[src/hw/rtl/htd_div.sv]
// Pipelined restoring divider, one quotient bit per stage, with sideband data.
`timescale 1ns / 1ps

module htd_div #(
    parameter int QW = 30,
    parameter int DW = 19,
    parameter int SW = 1
) (
    input  logic          aclk,
    input  logic          aresetn,
    input  logic          adv,
    input  logic          in_valid,
    input  logic [DW-1:0] num_hi,
    input  logic [QW-1:0] num_lo,
    input  logic [DW-1:0] den,
    input  logic [SW-1:0] side_in,
    output logic          out_valid,
    output logic [QW-1:0] quo,
    output logic [SW-1:0] side_out
);

    logic [QW-1:0] v_reg;
    logic [DW-1:0] rem_reg  [QW];
    logic [QW-1:0] lo_reg   [QW];
    logic [QW-1:0] q_reg    [QW];
    logic [DW-1:0] den_reg  [QW];
    logic [SW-1:0] side_reg [QW];

    logic [DW-1:0] rem_next [QW];
    logic [QW-1:0] lo_next  [QW];
    logic [QW-1:0] q_next   [QW];
    logic [DW-1:0] den_next [QW];

    // One compare-subtract per stage
    always_comb begin
        logic [DW-1:0] r;
        logic [QW-1:0] l;
        logic [QW-1:0] q;
        logic [DW-1:0] d;
        logic [DW:0]   trial;
        logic [DW:0]   diff;
        for (int k = 0; k < QW; k++) begin
            if (k == 0) begin
                r = num_hi;
                l = num_lo;
                q = '0;
                d = den;
            end else begin
                r = rem_reg[k-1];
                l = lo_reg[k-1];
                q = q_reg[k-1];
                d = den_reg[k-1];
            end
            trial = {r, l[QW-1]};
            diff  = trial - {1'b0, d};
            rem_next[k] = diff[DW] ? trial[DW-1:0] : diff[DW-1:0];
            lo_next[k]  = l << 1;
            q_next[k]   = {q[QW-2:0], ~diff[DW]};
            den_next[k] = d;
        end
    end

    // Valid bits
    always_ff @(posedge aclk) begin
        if (!aresetn) begin
            v_reg <= '0;
        end else if (adv) begin
            v_reg <= {v_reg[QW-2:0], in_valid};
        end
    end

    // Stage data
    always_ff @(posedge aclk) begin
        if (adv) begin
            for (int k = 0; k < QW; k++) begin
                rem_reg[k] <= rem_next[k];
                lo_reg[k]  <= lo_next[k];
                q_reg[k]   <= q_next[k];
                den_reg[k] <= den_next[k];
            end
            side_reg[0] <= side_in;
            for (int k = 1; k < QW; k++) begin
                side_reg[k] <= side_reg[k-1];
            end
        end
    end

    assign out_valid = v_reg[QW-1];
    assign quo       = q_reg[QW-1];
    assign side_out  = side_reg[QW-1];

endmodule

[config.mk]
export PLATFORM = sky130hd
export DESIGN_NAME = htd_div
export DESIGN_NICKNAME = d
export VERILOG_FILES = /design/src/hw/rtl/htd_div.sv
export SDC_FILE = /design/constraint.sdc
export NUM_CORES = 2
export LEC_CHECK = 0
export BUFFER_PORTS_ARGS = -buffer_cell sky130_fd_sc_hd__buf_2
export CORE_MARGIN = 2
export CORE_UTILIZATION = 60
export CTS_BUF_LIST = sky130_fd_sc_hd__clkbuf_4 sky130_fd_sc_hd__clkbuf_8 sky130_fd_sc_hd__clkbuf_16
export DETAILED_ROUTE_END_ITERATION = 12
export PLACE_DENSITY_LB_ADDON = 0.2
export SLEW_MARGIN = 20
export SYNTH_ARGS = -nofsm -noshare
export SYNTH_HDL_FRONTEND = slang
export SYNTH_SLANG_ARGS = --single-unit
export TNS_END_PERCENT = 50
[constraint.sdc]
create_clock -name aclk -period 9.6 [get_ports aclk]
set_input_delay 0.48 -clock aclk [delete_from_list [all_inputs] [get_ports aclk]]
set_output_delay 0.48 -clock aclk [all_outputs]
set_load 0.05 [all_outputs]
==> results.yml <==
timing:
  relSlewSlack_pct: 26.54
  fmax_ghz: 0.2401
  hold_viol: 0
  skew_ns: 0.05360
  tns_ns: 0
  worst_pin_slew_ns: 1.102
  slew_violations: 0
  fin_crit_ns: 4.166
  rsz0062_at_grt: "false"
  post-route-period-util_pct: 43.39
  setup_violations: 0
setup_path:
  rr_worst_depth: 12
  crit_fanout: 16
  critPathKind: "flip-flop to flip-flop"
  path_cells: "inv_1 > ha_1 > nor2b_1 > o31a_1 > o21a_1 > o21ai_1 > o211ai_1 > a211o_1 > a21oi_1 > xor2_2 > buf_4 > mux2_2"
  required_ns: 10.16
  cpPeakStageDelay_ns: 0.52
  r2r-start: "den_reg[0][96]"
  cpLargestDelayFamily: "compound AO/OA/AOI/OAI gates"
  ff2ff_setup_slack_ns: 5.43
  cp-start-kind: "flip-flop"
  critical_path.endpoint_type: "flip-flop"
  critPathArrivalTime_ns: 4.72
  cpMaxStageDelayCell: "edfxtp_1"
  r2r-end: "rem_reg[0][117]"
  timing.critical_path.buf_inv: 2
cts:
  htreeDepth: 4
  cts-root-buf: "clkbuf_16"
  clkTransAtPathRegs_ns: 0.06
  clock_latency_ns: 0.84
  cts.sinks: 2062
  cts_tree: "built"
  cts_buffers: 205
  cts_resized: 0
  cts.path.max_buffers: 3
route:
  route.met2.wl_mm: 78.82
  vias: 51980
  met3_length_mm: 6.041
  wire_per_inst_um: 17.39
  finalWirelength_mm: 160.8
  routed.top_layer: "met4"
  dr.pass1.iters: 8
  drc: 0
  met1Wirelength_mm: 72.41
  dr.first_iter.drc_count: 3575
  ant_nets: 0
  via_per_inst: 5.623
global_routing:
  grt_first_pass_wirelength_mm: 262.6
  antenna_found_initial: 1
  grt-ovfl-total: 0
  grt_pass1_vias: 52050
  grt_max_degree: 198
  grt.total_usage_pct: 19.70
synth:
  synth.distinct_cells: 80
  synth-main-ff-cell: "edfxtp_1"
  synth_edf_count: 2032
  synth_top_area_cell: "edfxtp_1"
  async_flop_share_pct: 0
  synth-compound-area-share_pct: 9.111
  yosysSeqAreaShare_pct: 64.26
  synth_top_family_by_area: "compound AO/OA/AOI/OAI gates"
  ys_ff_latch: 2062
  synth_area_per_cell_um2: 14.43
  synth_mux_area_share_pct: 6.700
  synth_xor_xnor_area_share_pct: 4.384
  synth_cells: 6644
  synthSimpleGateAreaFrac_pct: 4.308
  synthAdderAreaFrac_pct: 8.029
  syn_nets: 7315
  synth_top_area_share_pct: 63.63
  synth_area_leaders: "edfxtp_1 (64%), ha_1 (7.4%), mux2_2 (4.7%)"
  yosysWarnings: 0
  syn_area_mm2: 0.09590
hold_path:
  hp-start: "aresetn"
  worstHoldEndpoint: "v_reg[0]"
  hold_class: "input pin to flip-flop"
  min_path_cells: 2
floorplan:
  dieArea_mm2: 0.1630
  fp.coreArea_mm2: 0.1586
  die_h_um: 403.8
  io_pins: 105
  num_rows: 146
  initial_utilization_pct: 60.48
  die-width_um: 403.8
layout:
  nets: 7667
  antenna-diode-count: 0
  final_cells: 9245
  syn_to_final_growth_pct: 11.98
  drive_above_1_share_pct: 13.70
  mostFrequentLayoutCell: "edfxtp_1"
  stdcell_area_mm2: 0.1074
  final_cell_mix: "edfxtp_1 (2032), inv_1 (721), ha_1 (569), mux2_2 (403), a21oi_1 (306)"
run:
  drv_cap: 0
place:
  dp.cells: 8792
  postPlaceCellArea_mm2: 0.09928
  port_buffers: 104
  place.gp.congestion: 0.8755
  dp_hpwl_mm: 107.7
power_and_ir_drop:
  power_leakage_nw: 42.91
  power_density_mw_per_mm2: 338.9
  ir_drop_mv: 0.2421
run_status:
  outcome: "complete, no violations"
==> worst max-delay path by stage <==
stage / endpoint / cells past startpoint / start / slack (ns)
floorplan: rem_reg[1][246] / 13 / lo_reg[1][347] / 6.30
global placement: rem_reg[1][116] / 11 / den_reg[1][96] / 5.24
detailed placement: rem_reg[1][87] / 11 / den_reg[1][69] / 5.54
CTS: rem_reg[1][78] / 11 / den_reg[1][69] / 5.49
global route: rem_reg[1][87] / 11 / den_reg[1][58] / 5.25
finish: rem_reg[0][117] / 12 / den_reg[0][96] / 5.43
==> synth_stat cells (23+ instances only) <==
| library cell | n |
|---|---|
| dfxtp_1 | 30 |
| nand3_1 | 49 |
| a21oi_1 | 306 |
| mux2_4 | 50 |
| buf_2 | 49 |
| ha_1 | 569 |
| o21ai_0 | 197 |
| inv_1 | 721 |
| nor2_1 | 281 |
| nand2b_1 | 60 |
| nor2b_1 | 76 |
| xor2_1 | 171 |
| a21o_1 | 241 |
| mux2i_1 | 73 |
| o21bai_1 | 72 |
| nand4_1 | 23 |
| o21a_1 | 104 |
| nor3_1 | 69 |
| and3_1 | 45 |
| mux2_1 | 36 |
| a211o_1 | 24 |
| or3_1 | 37 |
| a21boi_0 | 26 |
| a211oi_1 | 62 |
| mux2_2 | 403 |
| nand2_1 | 164 |
| o211ai_1 | 61 |
| xnor2_1 | 309 |
| edfxtp_1 | 2032 |
| fa_1 | 29 |
| a31oi_1 | 35 |
==> worst reg2reg max path: stages, from the launching register on <==
cell and delay, ns:
edfxtp_1 0.52, inv_1 0.15, ha_1 0.30, nor2b_1 0.15, o31a_1 0.32, o21a_1 0.21, o21ai_1 0.24, o211ai_1 0.27
a211o_1 0.33, a21oi_1 0.25, xor2_2 0.37, buf_4 0.34, mux2_2 0.45
==> final cells by class <==
cell class / instances / area (µm²)
Sequential cell: 2062 / 61620
Fill cell: 10930 / 51180
Multi-Input combinational cell: 3793 / 31440
Clock buffer: 241 / 5489
Inverter: 721 / 2706
Tap cell: 2072 / 2592
Clock inverter: 143 / 1863
Timing Repair Buffer: 213 / 1678
==> metal layers <==
metal	up-vias	track usage, %
li1	25510	-
met1	25310	26.67
met2	882	33.24
met3	285	3.019
met4	0	5.643
met5	-	0
==> through the flow <==
stage | utilization, % | power, mW | setup slack, ns | hold slack, ns
floorplan | - | 24.75 | 6.301 | 0.4003
global placement | 62.55 | 27.34 | 5.235 | 0.4006
global route | 67.72 | 38.60 | 5.253 | 0.08188
detailed placement | 62.61 | 27.85 | 5.536 | 0.4045
CTS | 67.68 | 36.59 | 5.486 | 0.03870
finish | 67.72 | 36.40 | 5.434 | 0.1012
==> report_power, final <==
part	total [mW]	internal [mW]	leakage (nW)	switching (mW)
clock network	8.49	5.07	3.61	3.42
logic	14.2	7.11	19.2	7.09
registers	13.7	12.7	20.1	1.03
==> repair_timing <==
| item | 4_1_cts | 5_1_grt |
|---|---|---|
| buffers inserted | 0 | 0 |
| endpoints found under the hold margin | 69 | 0 |
| hold buffers | 69 | 0 |
==> cells by family after synthesis <==
family / after synthesis
AOI/OAI and AO/OA: 1302
DFF: 2062
adders and majority gates: 598
muxes: 562
and+or+nand+nor: 851
buffers and inverters: 789
xor gates and xnor gates: 480
No activity file was read; power rests on OpenSTA's default activity.
